File: config.mk
export PLATFORM = sky130hd
export DESIGN_NAME = mhpq_ctrl
export DESIGN_NICKNAME = d
export VERILOG_FILES = /design/src/hdl/mhpq_pkg.sv /design/src/hdl/mhpq_ctrl.sv
export SDC_FILE = /design/constraint.sdc
export NUM_CORES = 1
export LEC_CHECK = 0
export BUFFER_PORTS_ARGS = -buffer_cell sky130_fd_sc_hd__buf_2
export CAP_MARGIN = 20
export CORE_AREA = 4 4 41 43
export CTS_CLUSTER_DIAMETER = 40
export CTS_CLUSTER_SIZE = 14
export DETAILED_ROUTE_END_ITERATION = 16
export DIE_AREA = 0 0 45 47
export GPL_TIMING_DRIVEN = 0
export SLEW_MARGIN = 20
export SYNTH_ARGS = -nofsm -noshare
export SYNTH_HDL_FRONTEND = slang
export SYNTH_SLANG_ARGS = --single-unit
File: constraint.sdc
create_clock -name clk -period 2.2 [get_ports clk]
set_clock_uncertainty 0.1 [all_clocks]
set_input_delay 0.22 -clock clk [delete_from_list [all_inputs] [get_ports clk]]
set_output_delay 0.22 -clock clk [all_outputs]
set_load 0.005 [all_outputs]
File: src/hdl/mhpq_pkg.sv
// Shared types, constants and command codes for the max-heap priority queue.
package mhpq_pkg;

	localparam int CAPACITY = 1024;
	localparam int DATA_W   = 32;
	localparam int ADDR_W   = (CAPACITY > 1) ? $clog2(CAPACITY) : 1;
	localparam int CNT_W    = $clog2(CAPACITY + 1);
	localparam int OUT_CNT_W = 11;

	localparam logic OP_PUSH = 1'b0;
	localparam logic OP_POP  = 1'b1;

	localparam logic [1:0] STS_OK         = 2'd0;
	localparam logic [1:0] STS_PUSH_FULL  = 2'd1;
	localparam logic [1:0] STS_POP_EMPTY  = 2'd2;

	typedef struct packed {
		logic                     operation;
		logic signed [DATA_W-1:0] value;
	} req_word_t;

	typedef struct packed {
		logic signed [DATA_W-1:0] top_value;
		logic [OUT_CNT_W-1:0]     entry_count;
		logic                     is_empty;
		logic [1:0]               status;
	} rsp_word_t;

	// datapath commands issued by the controller
	typedef enum logic [3:0] {
		CMD_NOP,
		CMD_ACCEPT,
		CMD_RD_PARENT,
		CMD_WR_MOVING,
		CMD_WR_PARENT,
		CMD_TAKE_LAST,
		CMD_RD_LEFT,
		CMD_RD_RIGHT,
		CMD_WR_PICK,
		CMD_LOAD_OUT
	} mhpq_cmd_t;

	// datapath status seen by the controller
	typedef struct packed {
		logic push_ok;
		logic pop_ok;
		logic slot_zero;
		logic parent_ge;
		logic child_oob;
		logic moving_ge;
	} mhpq_sts_t;

endpackage

File: src/hdl/mhpq_ctrl.sv
// Heap controller: sequences sift-up and sift-down over the single memory port.
module mhpq_ctrl (
	input  logic                clk,
	input  logic                arst_n,
	input  logic                req_valid,
	output logic                req_ready,
	output logic                rsp_valid,
	input  logic                rsp_ready,
	input  mhpq_pkg::mhpq_sts_t sts,
	output mhpq_pkg::mhpq_cmd_t cmd
);
	import mhpq_pkg::*;

	typedef enum logic [2:0] {
		ST_IDLE,
		ST_PUSH_UP,
		ST_PUSH_CMP,
		ST_POP_TAKE,
		ST_POP_LEFT,
		ST_POP_RIGHT,
		ST_POP_PICK,
		ST_DONE
	} state_t;

	state_t state_q;
	logic   rsp_valid_q;
	logic   out_free;

	assign out_free  = !rsp_valid_q || rsp_ready;
	assign req_ready = (state_q == ST_IDLE);
	assign rsp_valid = rsp_valid_q;

	always_ff @(posedge clk or negedge arst_n) begin
		if (!arst_n) begin
			state_q     <= ST_IDLE;
			rsp_valid_q <= 1'b0;
		end else begin
			if (state_q == ST_DONE && out_free) begin
				rsp_valid_q <= 1'b1;
			end else if (rsp_ready) begin
				rsp_valid_q <= 1'b0;
			end
			unique case (state_q)
				ST_IDLE: begin
					if (req_valid) begin
						priority if (sts.push_ok) begin
							state_q <= ST_PUSH_UP;
						end else if (sts.pop_ok) begin
							state_q <= ST_POP_TAKE;
						end else begin
							state_q <= ST_DONE;
						end
					end
				end
				ST_PUSH_UP:   state_q <= sts.slot_zero ? ST_DONE : ST_PUSH_CMP;
				ST_PUSH_CMP:  state_q <= sts.parent_ge ? ST_DONE : ST_PUSH_UP;
				ST_POP_TAKE:  state_q <= ST_POP_LEFT;
				ST_POP_LEFT:  state_q <= sts.child_oob ? ST_DONE : ST_POP_RIGHT;
				ST_POP_RIGHT: state_q <= ST_POP_PICK;
				ST_POP_PICK:  state_q <= sts.moving_ge ? ST_DONE : ST_POP_LEFT;
				ST_DONE: begin
					if (out_free) begin
						state_q <= ST_IDLE;
					end
				end
				default: state_q <= ST_IDLE;
			endcase
		end
	end

	always_comb begin
		unique case (state_q)
			ST_IDLE:      cmd = req_valid ? CMD_ACCEPT : CMD_NOP;
			ST_PUSH_UP:   cmd = sts.slot_zero ? CMD_WR_MOVING : CMD_RD_PARENT;
			ST_PUSH_CMP:  cmd = sts.parent_ge ? CMD_WR_MOVING : CMD_WR_PARENT;
			ST_POP_TAKE:  cmd = CMD_TAKE_LAST;
			ST_POP_LEFT:  cmd = sts.child_oob ? CMD_WR_MOVING : CMD_RD_LEFT;
			ST_POP_RIGHT: cmd = CMD_RD_RIGHT;
			ST_POP_PICK:  cmd = sts.moving_ge ? CMD_WR_MOVING : CMD_WR_PICK;
			ST_DONE:      cmd = out_free ? CMD_LOAD_OUT : CMD_NOP;
			default:      cmd = CMD_NOP;
		endcase
	end

endmodule

* Word-level counts from Yosys, hierarchy flattened *
Index checks and enable logic that the tools add are counted.
W data, S select, Z words.

storage, ports and cells
  logic and storage cells = 35
  bits in registers = 4

cells by class
  eq/ne operators = 9
  reduce and logical (&&, ||, !) cells = 6
  muxes and demuxes = 18

operators by type and width
  cell                  number
  $pmux W4 S8           1
  $mux W3               8
  $pmux W3 S8           1
  $eq A3 B3 Y1 const B  4
  $mux W4               2
  $eq A3 B2 Y1 const B  2
  $mux W1               4
  $mux W2               2
  $ne A2 B2 Y1 const B  2
  $eq A3 B1 Y1 const B  1
  $logic_not A3 Y1      1
  $reduce_and A2 Y1     1
  $reduce_bool A2 Y1    1
  $logic_and A1 B1 Y1   1
  $logic_not A1 Y1      1
  $logic_or A1 B1 Y1    1

* Longest topological paths before layout *
Gate-level depths: netlist (run 1).

  word-level depth = 4
  depth in mapped cells = 5
  gate-level depth less buffers = 3

* Worst setup path before layout (run 1) *
No wires, ideal clock.

  kind = register -> output
  from = reg state_q[0]
  to = out cmd[1]
  cell stages (with the launch flop) = 4
  arrival = 1,019 ps
  slack = 861 ps
  required time = 1,880 ps
  path buffers = 2
  cells stage by stage = dfrtp_1 -> buf_4 -> buf_2 -> a221o_1

between the ends
  longest elaborated chain between the ends = 2
  elaborated cells on any way between the ends = 9
  those cells by class = 7 x eq/ne; 1 x mux; 1 x reduce/logical

RTL lines
  item                                        line             RTL
  start: declaration                          mhpq_ctrl.sv:25  state_t state_q;
  start signal: assignment                    mhpq_ctrl.sv:55  ST_PUSH_UP: state_q <= sts.slot_zero ? ST_DONE : ST_PUSH_CMP;
  start signal: assignment                    mhpq_ctrl.sv:56  ST_PUSH_CMP: state_q <= sts.parent_ge ? ST_DONE : ST_PUSH_UP;
  start signal: assignment                    mhpq_ctrl.sv:58  ST_POP_LEFT: state_q <= sts.child_oob ? ST_DONE : ST_POP_RIGHT;
  $eq A3 B3 Y1, or another cell as far along  mhpq_ctrl.sv:72  unique case (state_q)
  $pmux W4 S8 *                               mhpq_ctrl.sv:72
  end: declaration                            mhpq_ctrl.sv:10  output mhpq_pkg::mhpq_cmd_t cmd

Mark *: on every way between the ends. The rest lies on a longest branch, timed or not.

* Worst setup path after layout (run 1) *
  from = reg state_q[0]
  to = out cmd[0]

Same word-level chain as after synthesis.

==> results.py, run 1 <==
metrics = {
    "routing": {
        "viasPerCell": 5.122,
        "wl_per_cell_um": 11.48,
        "first_pass_iters": 4,
        "drc": 0,
        "vias": 420,
        "highest_layer": "met3",
        "wl_met1_um": 484,
        "dr.first_iter.drc_count": 5,
        "wl_met3_um": 55,
        "routed_wl_um": 941,
        "drtAntennaViolNets": 0,
        "wl_met2_um": 401,
    },
    "final_layout": {
        "multi_input_area_um2": 234.0,
        "fill_cells": 143,
        "drive_gt1_share_pct": 38.81,
        "antenna_cells": 0,
        "layout.nets": 79,
        "syn_to_final_growth_pct": 33.33,
        "layout.cells.non_filler": 82,
        "final-seq-area_um2": 100.1,
    },
    "die": {
        "rows": 13,
        "io_pins": 16,
        "coreArea_um2": 1301,
        "die_x_um": 45,
        "start_util_pct": 29.13,
        "die_h_um": 47,
        "die-area_um2": 2115,
    },
    "synth": {
        "syn_area_um2": 379.1,
        "synth_warnings": 0,
        "synth_nets": 58,
        "synth_edf_count": 0,
        "ys_seq_elements": 4,
        "synthDistinctLibCells": 28,
        "ys_async_sr_fraction_pct": 100.0,
        "yosysSeqAreaShare_pct": 26.40,
        "syn-instance-count": 48,
        "synthFlopType": "dfrtp_1",
        "syn_avg_cell_area_um2": 7.898,
    },
    "sta": {
        "worst_pin_slew_ns": 0.5679,
        "max_freq_mhz": 553.4,
        "timing.final.crit_share_pct": 82.14,
        "period_needed_ns": 1.807,
        "hold_viol": 0,
        "max_slew_margin_pct": 61.79,
        "rsz0062_at_grt": "no",
        "setup_viol": 0,
        "slew_viol_final": 0,
        "tns_ns": 0,
    },
    "setup_path": {
        "worstPathArrival_ns": 1.49,
        "worstPathRequired_ns": 1.88,
        "path_class": "flop to output port",
        "crit_fanout": 10,
        "startpoint_type": "flop",
        "cp-end-kind": "output port",
    },
    "clock_network": {
        "root_buffer": "clkbuf_4",
        "clk_pin_slew_worst_paths_ns": 0.04,
        "h-tree-depth": 1,
        "cts_tree": "yes",
        "clkSinkCount": 4,
        "post_cts_buffers": 0,
        "cts_max_path_buffers": 2,
        "numCtsBuffers": 3,
        "clk_latency_ns": 0.23,
    },
    "flow_run": {
        "maxCapViolCount": 0,
    },
    "outcome": {
        "status": "finished clean",
    },
    "power": {
        "p_leak_nw": 0.2502,
        "vdd_ir_drop_max_uv": 588.7,
        "p_per_area_nw_per_um2": 1484,
    },
    "placed_design": {
        "port_buffers": 15,
        "dp_hpwl_um": 713.9,
        "gp_congestion": 0.8320,
        "place_inst": 78,
    },
    "min_path": {
        "hold_class": "primary input to flop",
    },
    "grt": {
        "grt_max_degree": 11,
        "grt_pass1_wl_um": 1552,
        "grt_pass1_vias": 359,
        "antenna_found_initial": 0,
        "track_usage_pct": 10.06,
        "grt-ovfl-total": 0,
    },
}
## path summary, 6_finish.rpt
check | from | to | slack (ns) | cells after the start
hold reg to reg | state_q[1] | state_q[2] | 0.60 | 3
min in group asynchronous | arst_n | state_q[1] | 0.22 | 2
setup / recovery | state_q[0] | cmd[0] | 0.39 | 4
setup reg to reg | state_q[0] | state_q[1] | 0.76 | 4
hold / removal | sts[4] | state_q[2] | 0.19 | 3
max in group asynchronous | arst_n | state_q[2] | 1.66 | 2
## stage by stage
| stage | setup slack, ns | power [mW] | instance area, um2 | hold WS [ns] | util (%) |
|---|---|---|---|---|---|
| final | 0.3929 | 0.7499 | 505.5 | 0.1863 | 38.85 |
| after detailed placement | 0.6144 | 0.6584 | 473.0 | -0.07019 | 36.35 |
| after global placement | 0.6286 | 0.6599 | 473.0 | -0.07090 | 36.35 |
| after global routing | 0.2633 | 0.8249 | 505.5 | 0.1827 | 38.85 |
| after CTS | 0.3867 | 0.7558 | 505.5 | 0.1862 | 38.85 |
| after floorplan | 0.8615 | 0.5144 | 379.1 | -0.1756 | - |
## report_power, final
group          switching [mW]  internal [mW]  total (mW)
Combinational           0.259          0.260       0.519
Clock                  0.0278         0.0609      0.0887
Sequential             0.0286          0.113       0.142
Total                   0.315          0.435       0.750
## critical path, cell delays in order (launching register included)
cell     delay, ns
dfrtp_1       0.37
buf_4         0.16
nor4_1        0.49
a31oi_1       0.08
buf_2         0.15
## area by class of cell
cell class / count / share of cell area (%)
tap: 15 / 3.713
sequential: 4 / 19.80
inverter: 3 / 2.228
multi-input combinational: 36 / 46.29
clock buffer: 3 / 4.455
timing repair buffer: 16 / 16.83
buffer: 5 / 6.683
## cell usage after synthesis, types with 2 or more instances
cell | count | area, um2
a21oi_1 | 4 | 20.02
nand2b_1 | 2 | 12.51
inv_1 | 3 | 11.26
o21ai_0 | 4 | 20.02
buf_2 | 3 | 15.01
nand2_1 | 2 | 7.510
a31oi_1 | 4 | 25.02
a21o_1 | 2 | 15.01
dfrtp_1 | 4 | 100.1
nor2_1 | 2 | 7.510
## cell usage in the layout, fill, tap and decap left out
master and instances:
a21boi_0 1, a21o_1 2, a21oi_1 4, a221o_1 1
a2bb2oi_1 1, a31o_2 1, a31oi_1 4, and3_1 1
and3b_1 1, buf_2 18, buf_4 1, buf_6 1
clkbuf_4 3, dfrtp_1 4, dlygate4sd3_1 1, inv_1 3
mux2_2 1, nand2_1 2, nand2b_1 2, nand4_1 1
nor2_1 2, nor2b_1 1, nor3_1 1, nor4_1 1
nor4bb_1 1, o211ai_1 1, o21ai_0 4, o21ba_2 1
or3_1 1, or4_1 1
## cell families after synthesis
kind of cell / count (synthesis) / share of synthesized area, %
AO/OA/AOI/OAI: 20 / 34.98
flip-flops: 4 / 26.40
AND/OR/NAND/NOR: 15 / 23.77
buffers and inverters: 8 / 11.88
multiplexers: 1 / 2.970
## registers in the layout, indices dropped and copies added (netlist names)
register / flops
rsp_valid: 1
state_q: 3
## repair_timing
item                       4_1_cts  5_1_grt
hold endpoints to repair         4        0
setup endpoints to repair        0        0
gates resized for setup          0        0
hold buffers                     1        0
## per-layer routing
metal  up-vias  track usage, %
met1       190           14.22
met2        10           13.84
met4         0           1.754
met3         0           4.981
li1        220               -
met5         -               0
(Power assumes the default switching activity.)
==> inputs of run 2 (changes only) <==
ABC_AREA = 1   (was not set)
clock period = 1.7 ns   (was 2.2 ns; I/O delays follow)
==> run 2 against run 1 <==
  * First-iteration DRC count rose to 2.8 times the previous value
  * Sequential cell count stayed put
  * Critical path depth grew 2
  * Via count increased by 10%
  * Synthesized cell count rose by 31%
  * Core utilization up 2.4 points
  * Sequential share of layout area decreased by 0.92 points
  * Combinational power rose by 30%
  * Cell area grew 6.2%
  * Power up 31%
  * Synthesized area rose by 4.0%
  * Critical endpoint unchanged
==> results.py, run 2 <==
metrics = {
    "outcome": {
        "status": "finished clean",
    },
    "synth": {
        "syn-instance-count": 63,
        "synth_nets": 73,
        "syn_avg_cell_area_um2": 6.256,
        "ys_seq_elements": 4,
        "yosysMostFrequentCell": "nand2_1",
        "synthFlopType": "dfrtp_1",
        "synth.area.top_cells": "dfrtp_1 25%, nand2_1 11%, inv_1 9.5%",
        "ys_async_sr_fraction_pct": 100.0,
        "syn_area_um2": 394.1,
        "synthDistinctLibCells": 17,
        "yosysSeqAreaShare_pct": 25.40,
        "synth_warnings": 0,
        "synth_edf_count": 0,
        "synth_area_leader_cell": "dfrtp_1",
        "synth_top_cells_by_count": "12 x nand2_1, 10 x inv_1, 10 x nor2_1",
        "synth.top_cell.area_share_pct": 25.40,
    },
    "power": {
        "power_mw": 0.9845,
        "internal_power_mw": 0.5188,
        "switchingPower_mw": 0.4657,
        "clock_power_share_pct": 11.7,
        "p_sw_share_pct": 47.30,
        "combPwrFrac_pct": 68.6,
        "pwr-share-seq_pct": 19.7,
        "p_leak_nw": 0.3089,
        "p_per_area_nw_per_um2": 1834,
        "vdd_ir_drop_max_uv": 777.8,
    },
    "final_layout": {
        "fill_cells": 154,
        "final-seq-area_um2": 101.3,
        "antenna_cells": 0,
        "mostFrequentLayoutCell": "buf_2",
        "multi_input_area_um2": 235.2,
        "post-route-cell-area_um2": 536.8,
        "largest_reg_flops": 3,
        "regMostFlops": "state_q",
        "final_cell_mix": "15 x buf_2, 12 x nand2_1, 10 x nor2_1",
        "syn_to_final_growth_pct": 36.19,
        "layout.nets": 95,
        "layout.cells.non_filler": 98,
        "final_util_pct": 41.25,
        "drive_gt1_share_pct": 38.55,
    },
    "min_path": {
        "hold_start": "rsp_ready",
        "holdPathEnd": "rsp_valid",
        "hold_class": "primary input to flop",
        "holdPathStages": 2,
    },
    "sta": {
        "max_slew_margin_pct": 87.20,
        "tns_ns": 0,
        "setup_viol": 0,
        "timing.final.crit_share_pct": 95.83,
        "slew_viol_final": 0,
        "period_needed_ns": 1.629,
        "max_freq_mhz": 613.9,
        "setup_slack_ns": 0.07097,
        "hold_viol": 0,
        "worst_pin_slew_ns": 0.1913,
        "holdWs_ns": 0.05559,
    },
    "setup_path": {
        "r2r_cells": 7,
        "cp_slowest_cell": "dfrtp_1",
        "crit_fanout": 8,
        "worstPathBufferInverterCount": 3,
        "critPathTopFamily": "simple AND/OR/NAND/NOR gates",
        "r2r_start": "state_q[0]",
        "startpoint_type": "flop",
        "worstPathArrival_ns": 1.36,
        "path_class": "flop to output port",
        "slowest_delay_ns": 0.36,
        "worstPathRequired_ns": 1.43,
        "reg2reg_to": "state_q[0]",
        "crit_chain": "buf_6, inv_2, nand4_1, nand3_1, nand3b_1, buf_2",
        "cp-end-kind": "output port",
        "regToRegSetupSlack_ns": 0.42,
    },
    "clock_network": {
        "cts_max_path_buffers": 2,
        "root_buffer": "clkbuf_4",
        "h-tree-depth": 1,
        "clk_latency_ns": 0.23,
        "clk_pin_slew_worst_paths_ns": 0.04,
        "cts_tree": "yes",
        "numCtsBuffers": 3,
        "clkSinkCount": 4,
    },
    "grt": {
        "antenna_found_initial": 0,
        "grt_pass1_wl_um": 1504,
        "grt-ovfl-total": 0,
        "track_usage_pct": 10.37,
        "grt_pass1_vias": 388,
        "grt_max_degree": 11,
    },
    "placed_design": {
        "place_area_um2": 488.0,
        "dp_slack_ns": 0.3050,
        "gp_congestion": 0.8428,
        "place_inst": 93,
        "port_buffers": 15,
        "dp_hpwl_um": 716.2,
    },
    "routing": {
        "routed_wl_um": 955,
        "first_pass_iters": 4,
        "viasPerCell": 4.735,
        "drc": 0,
        "dr.first_iter.drc_count": 14,
        "vias": 464,
        "drtAntennaViolNets": 0,
        "wl_per_cell_um": 9.745,
    },
    "flow_run": {
        "maxCapViolCount": 0,
    },
    "die": {
        "rows": 13,
        "die_x_um": 45,
        "io_pins": 16,
        "die_h_um": 47,
        "die-area_um2": 2115,
        "coreArea_um2": 1301,
        "start_util_pct": 30.29,
    },
}
==> run 2: changes by cell type after synthesis, moves of 2 or more <==
| cell | before | now |
|---|---|---|
| nand2_1 | 2 | 12 |
| nor2_1 | 2 | 10 |
| inv_1 | 3 | 10 |
| nand3_1 | 0 | 7 |
| a31oi_1 | 4 | 0 |
| a21oi_1 | 4 | 1 |
| buf_2 | 3 | 0 |
| nand2_2 | 0 | 3 |
| a21o_1 | 2 | 0 |
| nand2b_1 | 2 | 0 |
| nand4_1 | 1 | 3 |
| nor2_2 | 0 | 2 |
==> run 2: how the worst max path moves through the flow <==
| stage | from | end | cells after the start | slack, ns |
|---|---|---|---|---|
| floorplan | state_q[0] | cmd[0] | 5 | 0.49 |
| global placement | state_q[0] | cmd[0] | 6 | 0.27 |
| detailed placement | state_q[0] | cmd[0] | 6 | 0.30 |
| CTS | state_q[0] | cmd[0] | 6 | 0.04 |
| global route | state_q[0] | cmd[0] | 6 | -0.004 |
| finish | state_q[0] | cmd[0] | 6 | 0.07 |
==> run 2: power groups by stage <==
stage          registers [mW]  logic, mW  clock network (mW)
2_1_floorplan           0.179      0.476                   0
3_3_place_gp            0.185      0.657                   0
3_5_place_dp            0.185      0.649                   0
4_1_cts                 0.185      0.654               0.121
5_1_grt                 0.200      0.756               0.135
6_report                0.194      0.675               0.115
==> run 2: per-layer routing <==
| layer | GRT usage (%) | vias up | part of all wire (%) |
|---|---|---|---|
| met3 | 6.130 | 2 | 9.0 |
| met5 | 0 | - | 0 |
| met4 | 5.263 | 0 | 1.3 |
| met2 | 15.25 | 18 | 44 |
| li1 | - | 243 | - |
| met1 | 11.90 | 201 | 45 |
==> run 2: worst register-to-register path, cell delays in order (launching register included) <==
cell,delay [ns]
dfrtp_1,0.36
buf_6,0.14
inv_2,0.08
nand4_1,0.18
buf_4,0.19
nand4_1,0.07
nand2_1,0.05
nand2_1,0.05
==> run 2: logic make-up after synthesis <==
kind of cell           after synthesis  synth area share, %
DFF                                  4                25.40
and+or+nand+nor                     39                46.98
buffers and inverters               13                16.19
AOI/OAI and AO/OA                    7                11.43
==> run 2: layout make-up <==
cell class,count,area share (%)
tap,15,3.497
clock buffer,3,4.196
sequential,4,18.88
buffer,2,4.196
inverter,11,8.159
multi-input combinational,46,43.82
timing repair buffer,17,17.25
==> run 2: what timing repair did <==
item,CTS,global route
resized for setup,0,4
endpoints found under the hold margin,4,0
setup endpoints to repair,0,1
buffers inserted,0,1
hold buffers,1,0
==> inputs of run 3 (changes only) <==
RECOVER_POWER = 50   (was not set)
==> run 3 against run 2 <==
  * Critical path depth unchanged
  * Global-route usage unchanged
  * Count of clock-buffer cells in the layout unchanged
  * Power about the same
  * Worst setup slack unchanged
  * Cell count unchanged
  * Worst hold slack unchanged
  * First-iteration DRC count unchanged
==> results.py, run 3 (synthesis gave the netlist of run 2 again) <==
metrics = {
    "outcome": {
        "status": "finished clean",
    },
    "sta": {
        "slew_viol_final": 0,
        "worst_pin_slew_ns": 0.2012,
        "max_freq_mhz": 613.9,
        "setup_viol": 0,
        "hold_viol": 0,
        "setup_slack_ns": 0.07097,
        "holdWs_ns": 0.05559,
        "max_slew_margin_pct": 86.59,
        "timing.final.crit_share_pct": 95.83,
        "period_needed_ns": 1.629,
    },
    "clock_network": {
        "numCtsBuffers": 3,
        "root_buffer": "clkbuf_4",
        "cts_tree": "yes",
        "cts_max_path_buffers": 2,
        "clkSinkCount": 4,
        "clk_latency_ns": 0.23,
        "clk_pin_slew_worst_paths_ns": 0.04,
        "h-tree-depth": 1,
    },
    "setup_path": {
        "slowest_delay_ns": 0.36,
        "cp-end-kind": "output port",
        "cp-startpoint": "state_q[0]",
        "worstPathRequired_ns": 1.43,
        "r2r_start": "state_q[0]",
        "crit_chain": "buf_6, inv_2, nand4_1, nand3_1, nand3b_1, buf_2",
        "cp_slowest_cell": "dfrtp_1",
        "startpoint_type": "flop",
        "crit_fanout": 8,
        "worstPathArrival_ns": 1.36,
        "path_class": "flop to output port",
    },
    "power": {
        "clock_power_share_pct": 11.7,
        "pwr-share-seq_pct": 19.7,
        "p_per_area_nw_per_um2": 1838,
        "power_mw": 0.9841,
        "switchingPower_mw": 0.4657,
        "internal_power_mw": 0.5184,
        "combPwrFrac_pct": 68.6,
        "p_leak_nw": 0.3061,
        "p_sw_share_pct": 47.32,
        "vdd_ir_drop_max_uv": 777.7,
    },
    "routing": {
        "first_pass_iters": 4,
        "drtAntennaViolNets": 0,
        "wl_per_cell_um": 9.735,
        "dr.first_iter.drc_count": 14,
        "vias": 464,
        "drc": 0,
        "viasPerCell": 4.735,
        "routed_wl_um": 954,
    },
    "final_layout": {
        "multi_input_area_um2": 235.2,
        "regMostFlops": "state_q",
        "layout.cells.non_filler": 98,
        "antenna_cells": 0,
        "mostFrequentLayoutCell": "buf_2",
        "final-seq-area_um2": 101.3,
        "fill_cells": 155,
        "layout.nets": 95,
        "final_cell_mix": "14 x buf_2, 12 x nand2_1, 10 x nor2_1",
        "syn_to_final_growth_pct": 35.87,
        "drive_gt1_share_pct": 37.35,
        "largest_reg_flops": 3,
    },
    "grt": {
        "grt_pass1_vias": 388,
        "grt_pass1_wl_um": 1504,
        "grt-ovfl-total": 0,
        "track_usage_pct": 10.37,
        "antenna_found_initial": 0,
        "grt_max_degree": 11,
    },
    "min_path": {
        "hold_class": "primary input to flop",
        "hold_start": "rsp_ready",
    },
    "die": {
        "die-area_um2": 2115,
        "die_x_um": 45,
        "start_util_pct": 30.29,
        "io_pins": 16,
        "die_h_um": 47,
        "coreArea_um2": 1301,
        "rows": 13,
    },
    "placed_design": {
        "place_inst": 93,
        "dp_hpwl_um": 716.2,
        "port_buffers": 15,
        "dp_slack_ns": 0.3050,
        "gp_congestion": 0.8428,
    },
    "flow_run": {
        "maxCapViolCount": 0,
    },
}
[run 3: cell count changes in the layout (fill, tap and decap cells not counted)]
| cell | previous run | this run |
|---|---|---|
| buf_2 | 15 | 14 |
| clkbuf_1 | 0 | 1 |
[run 3: final timing paths]
| path | slack, ns | depth (start not counted) | to |
|---|---|---|---|
| worst max-delay path | 0.07 | 6 | cmd[0] |
| worst min-delay path | 0.06 | 2 | rsp_valid |
| worst max register to register | 0.42 | 7 | state_q[0] |
| worst min register to register | 0.45 | 2 | rsp_valid |
| max in group asynchronous | 1.11 | 2 | state_q[2] |
| min in group asynchronous | 0.19 | 2 | rsp_valid |
[run 3: critical path: cells and delay by family, from the launching register on]
kind	cells	cell delay, ns
simple gates	3	0.43
buf+inv	3	0.33
flops	1	0.36
[run 3: final cells by class]
class | instances | share of cell area, %
Timing Repair Buffer | 17 | 17.06
Inverter | 11 | 8.178
Buffer | 2 | 4.206
Clock buffer | 3 | 4.206
Multi-Input combinational cell | 46 | 43.93
Tap cell | 15 | 3.505
Sequential cell | 4 | 18.93
[run 3: layer usage]
| layer | track usage, % | routed length (um) |
|---|---|---|
| met5 | 0 | 0 |
| met4 | 5.263 | 12 |
| met3 | 6.130 | 86 |
| met2 | 15.25 | 422 |
| met1 | 11.90 | 432 |
[run 3: timing repair]
action / in CTS / in global routing
setup endpoints to repair: 0 / 1
hold buffers: 1 / 0
buffers inserted: 0 / 1
hold endpoints to repair: 4 / 0
resized for setup: 0 / 4
[run 3: per-stage QoR]
| stage | area [um2] | setup TNS, ns | utilization (%) |
|---|---|---|---|
| 5_1_grt | 535.5 | -0.004030 | 41.15 |
| 6_report | 535.5 | 0 | 41.15 |
| 4_1_cts | 520.5 | 0 | 40.00 |
| 3_5_place_dp | 488.0 | 0 | 37.50 |
| 2_1_floorplan | 394.1 | 0 | - |
| 3_3_place_gp | 488.0 | 0 | 37.50 |
[run 3: power groups by stage]
| stage | Sequential (mW) | Clock [mW] | Combinational (mW) |
|---|---|---|---|
| floorplan | 0.179 | 0 | 0.476 |
| global placement | 0.185 | 0 | 0.657 |
| detailed placement | 0.185 | 0 | 0.649 |
| CTS | 0.185 | 0.121 | 0.654 |
| global route | 0.200 | 0.135 | 0.756 |
| finish | 0.194 | 0.115 | 0.675 |
